===== config.mk =====
export PLATFORM = sky130hd
export DESIGN_NAME = tcsw_front
export DESIGN_NICKNAME = d
export VERILOG_FILES = /design/src/hw/rtl/tcsw_pkg.sv /design/src/hw/rtl/tcsw_front.sv
export SDC_FILE = /design/constraint.sdc
export NUM_CORES = 1
export LEC_CHECK = 0
export BUFFER_PORTS_ARGS = -buffer_cell sky130_fd_sc_hd__buf_2
export CAP_MARGIN = 20
export CORE_ASPECT_RATIO = 0.5
export CORE_MARGIN = 4
export CORE_UTILIZATION = 50
export DETAILED_ROUTE_END_ITERATION = 7
export GPL_TIMING_DRIVEN = 0
export PLACE_DENSITY = 0.77
export SLEW_MARGIN = 10
export SYNTH_ARGS = -nofsm -noshare
export SYNTH_HDL_FRONTEND = slang
export SYNTH_SLANG_ARGS = --single-unit

===== constraint.sdc =====
create_clock -name clk -period 3.5 [get_ports clk]
set_input_delay 0.525 -clock clk [delete_from_list [all_inputs] [get_ports clk]]
set_output_delay 0.525 -clock clk [all_outputs]
set_load 0.1 [all_outputs]

===== src/hw/rtl/tcsw_pkg.sv =====
// Package for the terminal character screen writer.
// Holds character codes, command and state types shared by the RTL modules.
// No dependencies.
`timescale 1ns / 1ps

package tcsw_pkg;

  // Default screen geometry
  localparam int unsigned TCSW_COLS = 32;
  localparam int unsigned TCSW_ROWS = 16;

  // Depths of the command queue and the result queue
  localparam int unsigned TCSW_CMD_DEPTH = 4;
  localparam int unsigned TCSW_RES_DEPTH = 4;

  // Opcodes
  localparam logic OP_FEED = 1'b0;
  localparam logic OP_READ = 1'b1;

  // Character codes
  localparam logic [7:0] CH_BS    = 8'h08;
  localparam logic [7:0] CH_LF    = 8'h0a;
  localparam logic [7:0] CH_CR    = 8'h0d;
  localparam logic [7:0] CH_ESC   = 8'h1b;
  localparam logic [7:0] CH_SPACE = 8'h20;
  localparam logic [7:0] CH_TILDE = 8'h7e;
  localparam logic [7:0] CH_DEL   = 8'h7f;

  // What the back end does to the screen memory for one command
  typedef enum logic [1:0] {
    K_NOP,
    K_WRITE,
    K_READ
  } cmd_kind_t;

  // Control part of one queued command
  typedef struct packed {
    cmd_kind_t kind;
    logic      clr;       // blank one row after the main access
    logic      scrolled;  // result field
    logic      esc;       // result field
  } cmd_ctl_t;

  // Back end sequencer states
  typedef enum logic [1:0] {
    BK_INIT,
    BK_RUN,
    BK_CLR
  } bk_state_t;

  // Back end status seen by the top level
  typedef struct packed {
    logic init_busy;
  } bk_stat_t;

  function automatic logic is_letter(input logic [7:0] c);
    return (c >= 8'h41 && c <= 8'h5a) || (c >= 8'h61 && c <= 8'h7a);
  endfunction

endpackage


===== src/hw/rtl/tcsw_front.sv =====
// Front end: cursor, escape and previous-byte tracking; classifies each item into
// a screen memory command with physical row addresses. Uses tcsw_pkg.
`timescale 1ns / 1ps

module tcsw_front
  import tcsw_pkg::*;
#(
  parameter int unsigned COLS = TCSW_COLS,
  parameter int unsigned ROWS = TCSW_ROWS,
  localparam int unsigned CW = $clog2(COLS),
  localparam int unsigned RW = $clog2(ROWS)
) (
  input  logic          clk,
  input  logic          rst_n,
  input  logic          acc,
  input  logic          opcode,
  input  logic [7:0]    char_in,
  input  logic [RW-1:0] read_row,
  input  logic [CW-1:0] read_col,
  output cmd_ctl_t      q_ctl,
  output logic [RW-1:0] q_row,
  output logic [CW-1:0] q_col,
  output logic [7:0]    q_char,
  output logic [RW-1:0] q_crow,
  output logic [CW-1:0] q_cur_col,
  output logic [RW-1:0] q_cur_row
);

  logic [CW-1:0] x_r, x_nxt;
  logic [RW-1:0] y_r, y_nxt;
  logic [RW-1:0] top_r, top_nxt;
  logic [7:0]    prev_r, prev_nxt;
  logic          esc_r, esc_nxt;

  logic [RW:0]   cur_sum, rd_sum;
  logic [RW-1:0] cur_phys, rd_phys, top_inc;
  logic          last_row, last_col, rd_ok, swallow;

  // Ring mapping of logical rows onto physical memory rows
  assign cur_sum  = {1'b0, y_r} + {1'b0, top_r};
  assign cur_phys = (cur_sum >= (RW+1)'(ROWS)) ? RW'(cur_sum - (RW+1)'(ROWS)) : RW'(cur_sum);
  assign rd_sum   = {1'b0, read_row} + {1'b0, top_r};
  assign rd_phys  = (rd_sum >= (RW+1)'(ROWS)) ? RW'(rd_sum - (RW+1)'(ROWS)) : RW'(rd_sum);
  assign top_inc  = (top_r == RW'(ROWS - 1)) ? '0 : top_r + 1'b1;
  assign last_row = (y_r == RW'(ROWS - 1));
  assign last_col = (x_r == CW'(COLS - 1));
  assign rd_ok    = ({1'b0, read_row} < (RW+1)'(ROWS)) && ({1'b0, read_col} < (CW+1)'(COLS));
  assign swallow  = (char_in == CH_CR && prev_r == CH_LF) ||
                    (char_in == CH_LF && prev_r == CH_CR);

  always_comb begin
    x_nxt          = x_r;
    y_nxt          = y_r;
    top_nxt        = top_r;
    prev_nxt       = prev_r;
    esc_nxt        = esc_r;
    q_ctl.kind     = K_NOP;
    q_ctl.clr      = 1'b0;
    q_ctl.scrolled = 1'b0;
    q_row          = cur_phys;
    q_col          = x_r;
    q_crow         = top_r;
    if (opcode == OP_READ) begin
      if (rd_ok) begin
        q_ctl.kind = K_READ;
        q_row      = rd_phys;
        q_col      = read_col;
      end
    end else if (char_in == CH_ESC || esc_r) begin
      esc_nxt  = !is_letter(char_in);
      prev_nxt = char_in;
    end else if (!swallow) begin
      prev_nxt = char_in;
      if (char_in == CH_CR || char_in == CH_LF) begin
        x_nxt = '0;
        if (last_row) begin
          q_ctl.clr      = 1'b1;
          q_ctl.scrolled = 1'b1;
          top_nxt        = top_inc;
        end else begin
          y_nxt = y_r + 1'b1;
        end
      end else if (char_in == CH_BS) begin
        if (x_r != '0) begin
          x_nxt = x_r - 1'b1;
        end else begin
          x_nxt = CW'(COLS - 1);
          if (y_r != '0) begin
            y_nxt = y_r - 1'b1;
          end
        end
      end else if (char_in >= CH_SPACE && char_in <= CH_TILDE) begin
        q_ctl.kind = K_WRITE;
        if (last_col) begin
          x_nxt = '0;
          if (last_row) begin
            // old top row becomes the blank bottom row
            q_ctl.clr      = 1'b1;
            q_ctl.scrolled = 1'b1;
            top_nxt        = top_inc;
          end else begin
            y_nxt = y_r + 1'b1;
          end
        end else begin
          x_nxt = x_r + 1'b1;
        end
      end
    end
    q_ctl.esc = esc_nxt;
  end

  assign q_char    = char_in;
  assign q_cur_col = x_nxt;
  assign q_cur_row = y_nxt;

  always_ff @(posedge clk) begin
    if (!rst_n) begin
      x_r    <= '0;
      y_r    <= '0;
      top_r  <= '0;
      prev_r <= '0;
      esc_r  <= 1'b0;
    end else if (acc) begin
      x_r    <= x_nxt;
      y_r    <= y_nxt;
      top_r  <= top_nxt;
      prev_r <= prev_nxt;
      esc_r  <= esc_nxt;
    end
  end

endmodule


Word level (Yosys, flattened, before mapping)
Cells that the tools add are included.
Word-level totals
  register bits after elaboration: 22
  input port bits: 21
  output and inout port bits: 35
  word-level logic and storage cells: 94
Operators by class
  add/sub/neg operators: 9
  order comparisons: 8
  equal/unequal tests: 11
  multiplexer cells: 42
  bitwise gates (word level): 3
  reduce and logical (&&, ||, !) cells: 16
Operators by type and width (number)
  $mux W4: 21
  $mux W5: 9
  $eq A8 B4 Y1 const B: 5
  $le A8 B7 Y1 const B: 3
  $ge A8 B7 Y1 const B: 2
  $mux W8: 2
  $sub A4 B1 Y4 const B: 3
  $add A4 B4 Y5: 2
  $ge A5 B5 Y1 const B: 2
  $mux W2: 5
  $add A4 B1 Y4 const B: 2
  $eq A4 B4 Y1 const B: 2
  $eq A8 B5 Y1 const B: 1
  $ge A8 B6 Y1 const B: 1
  $reduce_and A7 Y1: 1
  $mux W3: 2
  $add A5 B1 Y5 const B: 1
  $eq A5 B5 Y1 const B: 1
  $logic_and A1 B1 Y1: 5
  $reduce_bool A5 Y1: 1
  $sub A5 B1 Y5 const B: 1
  $logic_or A1 B1 Y1: 4
  $reduce_bool A2 Y1: 2
  $reduce_bool A4 Y1: 1
  other kinds (6): 10

Logic depth before layout (Yosys ltp)
Gate-level depths: netlist (run 1).
  word-level depth: 9
  mapped depth: 9
  gate-level depth less buffers: 7

Least setup slack after synthesis (run 1)
Ideal clock, no wire load.
  path type: input -> output
  start: input port char_in[0]
  end: output port q_cur_row[1]
  data arrival time: 4.268 ns
  required time: 2.975 ns
  slack: -1.293 ns
  stages on the path: 7
  buffers on the path: 2
  cells stage by stage: buf_2 or3b_2 o22ai_1 a2111o_1 buf_2 nor3_1 a211oi_1
On the way
  longest elaborated chain between the ends: 8
  elaborated cells between the ends (all ways): 18
  classes of those cells: order compare (2); eq/ne (4); mux (6); reduce/logical (6)
RTL lines
  from (decl): RTL line tcsw_front.sv:17  | input logic [7:0] char_in,
  $ge A8 B6 Y1 / $le A8 B7 Y1 (equally long branches): RTL line tcsw_front.sv:92  | end else if (char_in >= CH_SPACE && char_in <= CH_TILDE) begin
  $logic_and A1 B1 Y1: RTL line tcsw_front.sv:92
  $mux W4: RTL line tcsw_front.sv:92
  $mux W4: RTL line tcsw_front.sv:83  | end else if (char_in == CH_BS) begin
  $mux W4: RTL line tcsw_front.sv:74  | if (char_in == CH_CR || char_in == CH_LF) begin
  $mux W4: RTL line tcsw_front.sv:72  | end else if (!swallow) begin
  $mux W4 (*): RTL line tcsw_front.sv:69  | end else if (char_in == CH_ESC || esc_r) begin
  $mux W4 (*): RTL line tcsw_front.sv:63  | if (opcode == OP_READ) begin
  to (decl): RTL line tcsw_front.sv:26  | output logic [RW-1:0] q_cur_row
Mark *: on every way between the ends. The rest lies on a longest branch, timed or not.

Worst setup path after layout (run 1)
  start: input port char_in[7]
  end: output port q_cur_col[1]
On the way
  longest elaborated chain between the ends: 8
  elaborated cells between the ends (all ways): 18
  classes of those cells: order compare (2); eq/ne (4); mux (6); reduce/logical (6)
RTL lines
  $ge A8 B6 Y1 / $le A8 B7 Y1 (equally long branches): RTL line tcsw_front.sv:92
  $logic_and A1 B1 Y1: RTL line tcsw_front.sv:92
  $mux W5: RTL line tcsw_front.sv:92
  $mux W5: RTL line tcsw_front.sv:83
  $mux W5: RTL line tcsw_front.sv:74
  $mux W5: RTL line tcsw_front.sv:72
  $mux W5 (*): RTL line tcsw_front.sv:69
  $mux W5 (*): RTL line tcsw_front.sv:63
  to (decl): RTL line tcsw_front.sv:25  | output logic [CW-1:0] q_cur_col,
Marked as above.

==> results.txt, run 1 <==
The run finished with clean final reports. The number of nets handed over by synthesis was 283. Relative to the synthesized area, the layout overhead comes to 23.4%. The share of synthesized cell area in and, or, nand and nor gates is 0.211.

By area, the combinational part of the netlist is dominated by compound AO/OA/AOI/OAI gates. Summing all placed instances gives a cell area of 2400 µm². The post-synthesis adder-cell area fraction came out at 0.0655. The synthesized design contains 0 enable-type register cells. The post-synthesis sequential element count was 22. Setup repair after global routing left no endpoint under its margin.

STA classifies the critical path endpoint as an output pin. Subtracting the final worst setup slack from the clock period gives 3.38 ns. Yosys mapped the design onto 57 distinct sky130hd cell types. Share of the synthesized area in compound gates (AO/OA/AOI/OAI): 0.297. The multiplexer fraction of the synthesized cell area was 0.0871; the number of ports placed on the die boundary was 56. The run gives 0.640 as the final standard cell utilization of the core. The part of the cycle the worst path needs works out to 0.967. The core region is 3900 µm². Grouping stages by cell kind, the critical path spends the most delay in simple AND/OR/NAND/NOR gates. The remaining routing DRC violations is 0. For this run, the detailed router's first-pass iteration total came to 5. The run gives 0.217 as the sequential-to-total area share from yosys stat. Area share of xor/xnor cells in the synthesized design: 0.0259. The tools report the leftover overflow at the end of global routing as 0.

For this run, the post-layout net count is 341. The commonest register cell after synthesis is sky130_fd_sc_hd__dfxtp_1. The count of yosys warnings during synthesis was 0. Clock tree synthesis inserted a total of 3 buffers.

The die is 98.0 µm wide. The number of buffers and inverters on the critical path is 2. Between clock sinks in the finished design, the worst skew comes to 0.00948 ns.

The tools report the via count of the first global-routing pass as 2021. Data on the critical path is required at its endpoint by 2.97 ns. For this block, the via count after detailed routing is 2162.

The floorplan step defined a die boundary enclosing 5200 µm². For the leakage power, the log shows 1.11 nW. The tools report the max-slew violation count as 0. Largest net degree at the start of global routing: 13. No sink is reached through more buffers than the 2 on the longest clock path. Counting stages on the worst path, the most repeated cell is sky130_fd_sc_hd__buf_2.

STA classifies the critical path startpoint as an input port. The later pin in the worst-skew pair is clocked with a latency of 0.27 ns. In this run the remaining antenna-violating nets after routing total 0. The signal on the critical path passes through buf_2 -> nor4b_1 -> nand2_1 -> a211oi_1 -> o221ai_1 -> o21ai_1 -> buf_2. 0 antenna diodes ended up in the layout.

In this run the most critical hold path is launched from prev_r[7]. After routing the design area is 2500 µm². The cell with the largest stage delay on the worst path is sky130_fd_sc_hd__nor4b_1.

In the synthesized netlist, the number of instances is 252. TritonCTS built the clock tree. The H-tree level count was 1; the half-perimeter wire length of the detailed placement result was 4410 µm. The worst hold path belongs to the class reg2reg.

Data on the critical path arrives at its endpoint at 2.86 ns. The run gives 0 as the number of endpoints with negative hold slack in the final report. The ratio of cells with drive above 1 in the final layout works out to 0.337.

The run gives 0 as the count of max-cap constraint violations. The vertical die dimension is 53.0 µm, and the count of final setup violators is 0. For this run, the top clock speed supported by timing is 296 MHz.

Setup TNS: 0 ns. The actual slew at the worst max-slew pin came out at 0.962 ns. The final weighted congestion of routability-driven global placement was 0.854.

The share of flip-flops with an asynchronous set or reset works out to 0. The initial antenna violation count was 0. The post-detailed-route via-to-cell ratio was 5.96; the smallest hold slack was 0.481 ns. The largest fanout on the critical path is 6. After clock tree synthesis, the clock-pin slew on the worst setup and hold paths is 0.08 ns. For this block, the routed nets add up to 5810 µm of wire. Number of input and output port buffers inserted: 51. Largest vdd supply drop: 0.182 mV. In this run the core area contains 16 standard-cell rows. The logs give 0.358 for the tightest slew margin relative to the limit and 2030 µm² for the total standard cell area after synthesis. In this run, the number of DRC markers left after iteration 0 of detailed routing was 211. The first global-routing pass estimated 9410 µm of wire. For the clock sink total, the log shows 22. The tools report the launch point of the critical path as char_in[7]. The routed length per instance came out at 16.0 µm. In this run the clock root is driven by a sky130_fd_sc_hd__clkbuf_8. The mean area per synthesized cell works out to 8.04 µm². The worst setup path is of the in2out kind. The global routing usage summed across all routing layers is 0.227. The effective utilization at floorplan is 0.519. The tools report the launch point of the worst reg-to-reg path as prev_r[7]. For this design the ratio of total power to cell area is 303 nW/µm². For this run, the slowest stage of the critical path takes 0.64 ns.
worst reg2reg max path: stages, from the launching register on:
cell and delay, ns:
sky130_fd_sc_hd__dfxtp_1 0.32, sky130_fd_sc_hd__or4b_2 0.71, sky130_fd_sc_hd__nor4_4 0.30, sky130_fd_sc_hd__a2111o_2 0.31, sky130_fd_sc_hd__buf_2 0.26, sky130_fd_sc_hd__o21ai_0 0.14, sky130_fd_sc_hd__a21oi_1 0.20
per-stage QoR:
| step | setup WS, ns | total power, mW | instances |
|---|---|---|---|
| 6_report | 0.116 | 0.758 | 363 |
| 2_1_floorplan | -0.345 | 0.512 | 252 |
| 3_5_place_dp | -0.0736 | 0.566 | 358 |
| 5_1_grt | 0.00549 | 0.787 | 363 |
| 4_1_cts | 0.0375 | 0.754 | 362 |
| 3_3_place_gp | -0.510 | 0.561 | 357 |
cell families (layout without fill, tap and decap cells):
| kind of cell | after synthesis | after routing |
|---|---|---|
| buffers and inverters | 38 | 95 |
| multiplexers | 17 | 17 |
| flip-flops | 22 | 22 |
| AND/OR/NAND/NOR | 79 | 79 |
| XOR/XNOR | 6 | 6 |
| adder cells (fa/ha/maj) | 10 | 10 |
| AO/OA/AOI/OAI | 80 | 80 |
layout make-up:
cell class | instances | area, µm²
Clock buffer | 4 | 55.1
Buffer | 27 | 155
Timing Repair Buffer | 53 | 289
Inverter | 11 | 41.3
Multi-Input combinational cell | 192 | 1450
Tap cell | 54 | 67.6
Sequential cell | 22 | 440
Fill cell | 352 | 1400
flip-flops by register name (all words and copies together) (netlist names):
signal  count
prev_r      8
x_r         5
q_crow      4
y_r         4
esc_r       1
final timing paths:
kind / to / cells after the start / slack (ns)
worst max-delay path: q_cur_col[1] / 7 / 0.12
worst min-delay path: prev_r[7] / 2 / 0.48
worst max register to register: q_crow[0] / 6 / 1.17
worst min register to register: prev_r[7] / 2 / 0.48
where the power goes:
group | internal, mW | switching, mW | total [mW]
sequential | 0.258 | 0.00747 | 0.266
clock | 0.101 | 0.0895 | 0.190
combinational | 0.0765 | 0.226 | 0.302
cells in the final DEF (no fill, tap or decap), types with 5 or more instances in the layout:
cell,count
sky130_fd_sc_hd__a21oi_1,17
sky130_fd_sc_hd__buf_2,51
sky130_fd_sc_hd__buf_4,14
sky130_fd_sc_hd__clkbuf_1,7
sky130_fd_sc_hd__clkbuf_4,5
sky130_fd_sc_hd__dfxtp_1,22
sky130_fd_sc_hd__ha_1,9
sky130_fd_sc_hd__inv_1,11
sky130_fd_sc_hd__mux2_2,5
sky130_fd_sc_hd__mux2i_1,12
sky130_fd_sc_hd__nand2_1,22
sky130_fd_sc_hd__nand3_1,5
sky130_fd_sc_hd__nand4_1,6
sky130_fd_sc_hd__nor2_1,19
sky130_fd_sc_hd__o21ai_0,7
sky130_fd_sc_hd__o21ai_1,5
cell usage after synthesis (4+ instances only):
| cell | number | share of area |
|---|---|---|
| sky130_fd_sc_hd__mux2_2 | 5 | 0.028 |
| sky130_fd_sc_hd__o21ai_0 | 11 | 0.027 |
| sky130_fd_sc_hd__inv_1 | 11 | 0.020 |
| sky130_fd_sc_hd__buf_4 | 12 | 0.044 |
| sky130_fd_sc_hd__ha_1 | 9 | 0.056 |
| sky130_fd_sc_hd__nor3_1 | 4 | 0.0099 |
| sky130_fd_sc_hd__xnor2_1 | 5 | 0.022 |
| sky130_fd_sc_hd__a211oi_1 | 4 | 0.015 |
| sky130_fd_sc_hd__mux2i_1 | 12 | 0.059 |
| sky130_fd_sc_hd__dfxtp_1 | 22 | 0.22 |
| sky130_fd_sc_hd__clkbuf_1 | 8 | 0.015 |
| sky130_fd_sc_hd__nand4_1 | 6 | 0.019 |
| sky130_fd_sc_hd__a21o_1 | 4 | 0.015 |
| sky130_fd_sc_hd__buf_2 | 6 | 0.015 |
| sky130_fd_sc_hd__nand3_1 | 5 | 0.012 |
| sky130_fd_sc_hd__nor2_1 | 20 | 0.037 |
| sky130_fd_sc_hd__o22ai_1 | 4 | 0.012 |
| sky130_fd_sc_hd__nand2_1 | 22 | 0.041 |
| sky130_fd_sc_hd__a21oi_1 | 17 | 0.042 |
timing repair:
item	4_1_cts	5_1_grt
buffers inserted	0	1
endpoints found under the setup margin	3	8
gates resized for setup	3	9
pin swaps	0	1
hold buffers	0	0
per-layer routing:
metal  vias to the layer above  global-route usage  share of wire
li1                       1057                   -              -
met1                      1000               0.277           0.44
met2                        94               0.416           0.46
met3                        11              0.0526          0.093
met4                         0              0.0483          0.011
met5                         -                   0              0
(Power assumes the default switching activity.)
==> run 2, diff against run 1 <==
- CORE_UTILIZATION: 50 -> 48
- clock period: 3.5 -> 3.04 ns (I/O delays scaled with it)
==> run 2 against run 1 <==
  * Setup slack lost 0.069 ns
  * Cell area grew 12%
  * Final cell count grew 3.0%
  * First-iteration DRC count shrank 0.95%
  * Power grew 29%
  * Non-clock buffer count grew 11
  * Utilization grew 6.2 points
  * Largest cell class unchanged
  * Highest routed layer unchanged
==> results.txt, run 2 (synthesized netlist as in run 1, its figures left out) <==
The worst setup path is captured at an output pin. The buffer and inverter count on the worst path came out at 4. The endpoint identified for the worst register-to-register timing path is q_crow[1]. Cell with the largest stage delay on the worst path: sky130_fd_sc_hd__or4b_4. The analysis attributes to cell leakage a power of 1.22 nW. Ratio of cells with drive above 1 in the final layout: 0.434.

The category of the critical setup timing path was in2out. After detailed routing, the number of vias per cell comes to 6.06. TritonCTS built the clock tree.

The CTS buffer count was 3; the leftover overflow at the end of global routing was 0. Power spread over the standard cell area amounts to 349 nW/µm². The tools report the H-tree level count as 1.

The final route contains 2268 vias. 0 antenna diodes ended up in the layout. Routability-driven placement finished with a final weighted congestion of 0.880.

The run gives 209 as the number of DRC markers after the initial detailed-route iteration. The register with the most flip-flops in the layout has 8 of them. The largest registers in the layout are prev_r x8, x_r x5. The count of final setup violators was 0; the first-pass iteration count of the detailed router was 5. The largest fanout on the critical path is 7. For the finished layout, the period the worst path requires is 2.99 ns. The class of the worst hold path was in2reg.

The part of the cycle the worst path needs was 0.984. The logs give 2.54 ns for the arrival time of data at the critical path endpoint and 0.235 mV for the largest vdd supply drop. The destination of the worst hold path was q_crow[2].

The run gives 352 as the number of nets in the layout. Compared with the post-synthesis result, the final layout area differs by 38.0%. The die is 53.9 µm tall. The number of endpoints with negative hold slack in the final report is 0. Entering global routing, the biggest net connects 14 pins. The run gives 2.58 ns as the required time of the critical path. In the final routed layout, each cell accounts on average for 16.9 µm. The tools report the max-slew violation count as 0. 56 I/O pins were placed. The tree is rooted in a sky130_fd_sc_hd__clkbuf_8.

Counting cells, the worst reg-to-reg path comes to 8. Across the routed clock network, the largest skew measured is 0.00510 ns. The worst setup path is launched from an input port.

The run gives 0.425 as the tightest slew margin relative to the limit. The logs give 358 for the count of placed standard cells including taps and 0.508 for the effective utilization at floorplan. After filler insertion, the fill cell instance count of the layout stands at 319. The tools report the initial antenna violation count as 0. Across the run, the number of max-cap violations was 0. The launch point of the worst reg-to-reg path is prev_r[7]. In this design, the largest share of critical-path delay is due to buffers and inverters. In this run the most critical hold path is launched from rst_n. Port buffering added 51 buffers.

The first global-routing pass estimated 10100 µm of wire. For this run, design rule violations remaining after detail routing come to 0. The logs give 16 for the cell row count and 3980 µm² for the placeable core region. Along the worst hold path, the cell count comes to 3. Traced cell by cell, the critical path runs through buf_2 -> or4b_4 -> buf_6 -> nor4_4 -> a2111o_1 -> buf_2 -> o22a_2 -> buf_4. At the pin with the least slew margin, the transition time is 0.861 ns. The flow ran to the end, and the final reports show no timing, DRC or antenna violations. The number of buffers on the longest clock path is 2, and the clock transition at the registers of the reported paths is 0.09 ns. Area of the die: 5390 µm². The cell that appears most often on the critical path is sky130_fd_sc_hd__buf_2. In the layout the commonest cells are sky130_fd_sc_hd__buf_2, sky130_fd_sc_hd__buf_4, sky130_fd_sc_hd__nand2_1, sky130_fd_sc_hd__dfxtp_1, sky130_fd_sc_hd__nor2_1. Derived from the worst setup path, the maximum achievable clock frequency is 334 MHz.

The number of hold-repair buffers added at the cts stage came out at 0. The count of nets left with antenna violations once routing finished came out at 0. In this run the horizontal extent of the chip is 99.9 µm. Once layout is complete, the cells apart from fillers number 374. The run gives 2073 as the via count of the first global-routing pass. The final wirelength was 6340 µm.

CTS saw 22 sinks. The global routing usage summed across all routing layers is 0.237, and the power after layout is 0.977 mW. Setup repair after global routing could not meet its margin everywhere. Clock latency on the worst-skew pair, taken at its later pin, is 0.27 ns. The top register by number of flip-flops was prev_r. Most common cell after layout, fill and taps aside: sky130_fd_sc_hd__buf_2.

For this run, the slowest stage of the critical path takes 0.54 ns. Half-perimeter wire length of the detailed placement result: 4610 µm. The setup check on the worst reg-to-reg path leaves a slack of 0.67 ns.
==> run 2: worst min-delay path, cell delays in order <==
cell	delay [ns]
sky130_fd_sc_hd__buf_2	0.11
sky130_fd_sc_hd__nand2b_1	0.06
sky130_fd_sc_hd__mux2i_1	0.06
==> run 2: cell type report <==
class | instances | area (µm²) | share of cell area
Sequential cell | 22 | 443 | 0.158
Inverter | 11 | 41.3 | 0.0148
Timing Repair Buffer | 66 | 423 | 0.151
Multi-Input combinational cell | 192 | 1590 | 0.568
Clock inverter | 1 | 30.0 | 0.0107
Clock buffer | 3 | 41.3 | 0.0148
Buffer | 25 | 161 | 0.0577
Tap cell | 54 | 67.6 | 0.0242
==> run 2: timing repair <==
item,in CTS,in global routing
pin swaps,3,4
buffers inserted,8,5
cloned,1,0
gates resized for setup,26,16
endpoints found under the setup margin,15,12
==> run 2: how the worst max path moves through the flow <==
stage                     from           end  cells past startpoint
CTS                     x_r[1]  q_cur_row[2]                      8
finish              char_in[7]  q_cur_col[0]                      8
global route        char_in[4]  q_cur_col[2]                      8
global placement    char_in[2]  q_cur_row[1]                      7
detailed placement      opcode      q_row[3]                      9
floorplan               opcode      q_col[0]                      3
==> run 2: power breakdown <==
group / switching [mW] / total [mW] / internal (mW)
Sequential: 0.00856 / 0.306 / 0.298
Clock: 0.112 / 0.288 / 0.176
Combinational: 0.275 / 0.383 / 0.108
Total: 0.396 / 0.977 / 0.582
==> run 2: metrics by stage <==
| step | setup WS [ns] | hold slack (ns) | instance area (µm²) | util | setup TNS [ns] |
|---|---|---|---|---|---|
| after detailed placement | -0.476 | 0.465 | 2480 | 0.622 | -3.70 |
| final | 0.0475 | 0.463 | 2800 | 0.702 | 0 |
| after global routing | -0.0279 | 0.468 | 2800 | 0.702 | -0.0794 |
| after floorplan | -0.401 | 0.431 | 2150 | - | -1.23 |
| after global placement | -0.708 | 0.445 | 2470 | 0.621 | -4.37 |
| after CTS | 0.00676 | 0.455 | 2710 | 0.679 | 0 |
==> run 2: metal layers <==
layer	track usage	up-vias	part of all wire
met2	0.395	110	0.44
met4	0.0703	0	0.018
li1	-	1081	-
met5	0	-	0
met3	0.0466	15	0.085
met1	0.316	1062	0.46
==> run 3, diff against run 2 <==
- CELL_PAD_IN_SITES_DETAIL_PLACEMENT: default -> 1
- CELL_PAD_IN_SITES_GLOBAL_PLACEMENT: default -> 2
- CORE_UTILIZATION: 48 -> 32
- PLACE_DENSITY: 0.77 -> default
- PLACE_DENSITY_LB_ADDON: default -> 0.1
- clock period: 3.04 -> 3.48 ns (I/O delays scaled with it)
==> run 3 against run 2 <==
  * Via count is 4.1% lower
  * Die area is 44% higher
  * Non-clock buffer count is 12 lower
  * Clock-buffer cell count stayed put
  * Cell area is 7.9% lower
  * Clock power is 11% lower
  * Final cell count is 5.6% higher
  * Clock skew is 0.0020 ns lower
  * Critical path depth stayed put
  * Setup slack better by 0.12 ns
==> results.txt, run 3 (synthesized netlist as in run 1, its figures left out) <==
The horizontal extent of the die is 121 µm. The run finished with clean final reports. The post-detailed-route via-to-cell ratio is 5.51, and the global routing usage summed across all routing layers is 0.187. The post-layout instance area is 2570 µm², and the largest net degree at the start of global routing is 12. Clock tree synthesis inserted a total of 3 buffers.

Setup repair after global routing left no endpoint under its margin. In the routed design, unresolved DRC markers number 0. The most common cell after layout, fill and taps aside was sky130_fd_sc_hd__buf_2.

The top register by number of flip-flops was prev_r. The tools report the count of max-cap constraint violations as 0. Initial antenna violation count: 0. Cell type group with the largest total delay on the critical path: compound AO/OA/AOI/OAI gates.

The final wirelength was 7180 µm; the effective utilization at floorplan was 0.332. After floorplanning, the core was divided into 20 placement rows. The run gives 2 as the number of buffers on the longest clock path. In the layout the commonest cells are sky130_fd_sc_hd__buf_2, sky130_fd_sc_hd__nand2_1, sky130_fd_sc_hd__dfxtp_1, sky130_fd_sc_hd__nor2_1.

Timing analysis after detailed placement gives a worst setup slack of -0.187 ns. The number of flip-flops in the largest register is 8. Summing all placed instances gives a cell area of 2440 µm². The number of ports placed on the die boundary was 56. The min-delay analysis places its worst path in the category reg2reg.

The tools report the final standard cell utilization of the core as 0.422. On the critical path, the stage with the largest delay is an instance of sky130_fd_sc_hd__a221oi_1. The number of input and output port buffers inserted is 51, and the wire length of the first global-routing pass is 11400 µm. Clock-pin slew was measured on the worst setup and hold paths at 0.06 ns. After legalization and detailed placement, the total HPWL measured 5620 µm. The routed design could run at a clock period as short as 3.32 ns. STA classifies the critical path endpoint as an output pin.

The logs give 2.96 ns for the required time of the critical path and 0 for the count of final setup violators. The run gives 72 as the number of DRC markers after the initial detailed-route iteration. The number of antenna diodes in the final layout is 0. The leftover overflow at the end of global routing was 0; the max-slew violation count was 0. The run gives 6110 µm² as the placeable core region.

Across all setup checks in the final design, the least slack found is 0.163 ns. The tools report the number of endpoints with negative hold slack in the final report as 0. The congestion estimate from routability-driven global placement came to 0.838. Dividing total power by cell area gives a power density of 323 nW/µm². The signal on the critical path passes through ha_1 -> and3_1 -> ha_1 -> o211ai_1 -> nand2_1 -> a221oi_1 -> o22a_1 -> clkbuf_4. The number of nets in the layout is 340, and the actual slew at the worst max-slew pin is 0.995 ns. The routed length per instance was 18.2 µm. The tree built by TritonCTS fans out to 22 sinks. The area growth from synthesis to layout is 27.1%. The design draws 0.833 mW. The ratio of cells with drive above 1 in the final layout is 0.349. Cell with the most instances on the worst path: sky130_fd_sc_hd__ha_1. The via count of the first global-routing pass was 2195; the buffer and inverter count on the worst path was 1. The largest registers in the layout are prev_r x8, x_r x5. The cell sitting at the root of the clock tree is a sky130_fd_sc_hd__clkbuf_16.

The worst-skew pair later-pin latency is 0.26 ns. The tools report the tightest slew margin relative to the limit as 0.336. Of all nets on the critical path, the largest fanout is 8. In this design, the stage delay of the slowest critical-path cell is 0.40 ns. The floorplan step defined a die boundary enclosing 7740 µm².

The run gives 4 as the first-pass iteration count of the detailed router. For the final database, setup skew stands at 0.00312 ns. TritonCTS built the clock tree. The largest vdd supply drop is 0.187 mV, and the via count is 2175.

In this run, post-CTS hold repair placed 0 buffers. The leakage power is 1.13 nW, and the vertical die dimension is 64.3 µm. The highest clock frequency the design can meet was 301 MHz; the arrival time of data at the critical path endpoint was 2.79 ns.

The launching element type of the critical path is a register. The critical path is of the reg2out type. The H-tree level count is 1. The post-detailed-route count of antenna-violating nets came out at 0. The part of the cycle the worst path needs came out at 0.953.
-- run 3: cell count changes in the layout (fill, tap and decap cells not counted), sizes merged --
cell,previous run,this run
bufinv,1,0
clkbuf,11,14
buf,83,68
-- run 3: worst paths after layout --
check / slack (ns) / depth (start not counted) / start / endpoint
worst max-delay path: 0.16 / 8 / x_r[0] / q_cur_col[2]
worst min register to register: 0.47 / 2 / prev_r[7] / prev_r[7]
worst min-delay path: 0.47 / 2 / prev_r[7] / prev_r[7]
worst max register to register: 1.16 / 7 / prev_r[7] / q_crow[0]
-- run 3: power breakdown --
part           internal (mW)  switching (mW)
Combinational         0.0765           0.233
Clock                  0.152           0.103
Sequential             0.260         0.00788
Total                  0.489           0.344
-- run 3: what timing repair did --
| item | 4_1_cts | 5_1_grt |
|---|---|---|
| setup buffers | 0 | 1 |
| resized for setup | 7 | 8 |
| endpoints found under the setup margin | 10 | 10 |
| pin swaps | 1 | 2 |
-- run 3: layout make-up --
| cell class | instances | area, µm² |
|---|---|---|
| tap | 88 | 110 |
| fill | 775 | 3530 |
| sequential | 22 | 440 |
| timing repair buffer | 52 | 278 |
| inverter | 11 | 41.3 |
| multi-input combinational | 192 | 1470 |
| buffer | 27 | 159 |
| clock buffer | 3 | 75.1 |
-- run 3: per-layer routing --
layer	track usage	wire length, µm	share of wire
met5	0	0	0
met4	0.0198	19	0.0026
met3	0.0407	319	0.044
met2	0.311	3260	0.45
met1	0.256	3580	0.50
-- run 3: worst reg2reg max path, delay by kind of cell, from the launching register on --
kind,cells,cell delay [ns]
flops,1,0.31
compound gates,3,0.52
buf+inv,2,0.49
simple gates,2,0.94
-- run 3: per-stage QoR --
stage	cells	hold slack [ns]	TNS [ns]
6_report	395	0.467	0
5_1_grt	395	0.501	0
4_1_cts	394	0.467	0
3_5_place_dp	391	0.456	-0.758
3_3_place_gp	391	0.458	-2.73
2_1_floorplan	252	0.431	-0.668
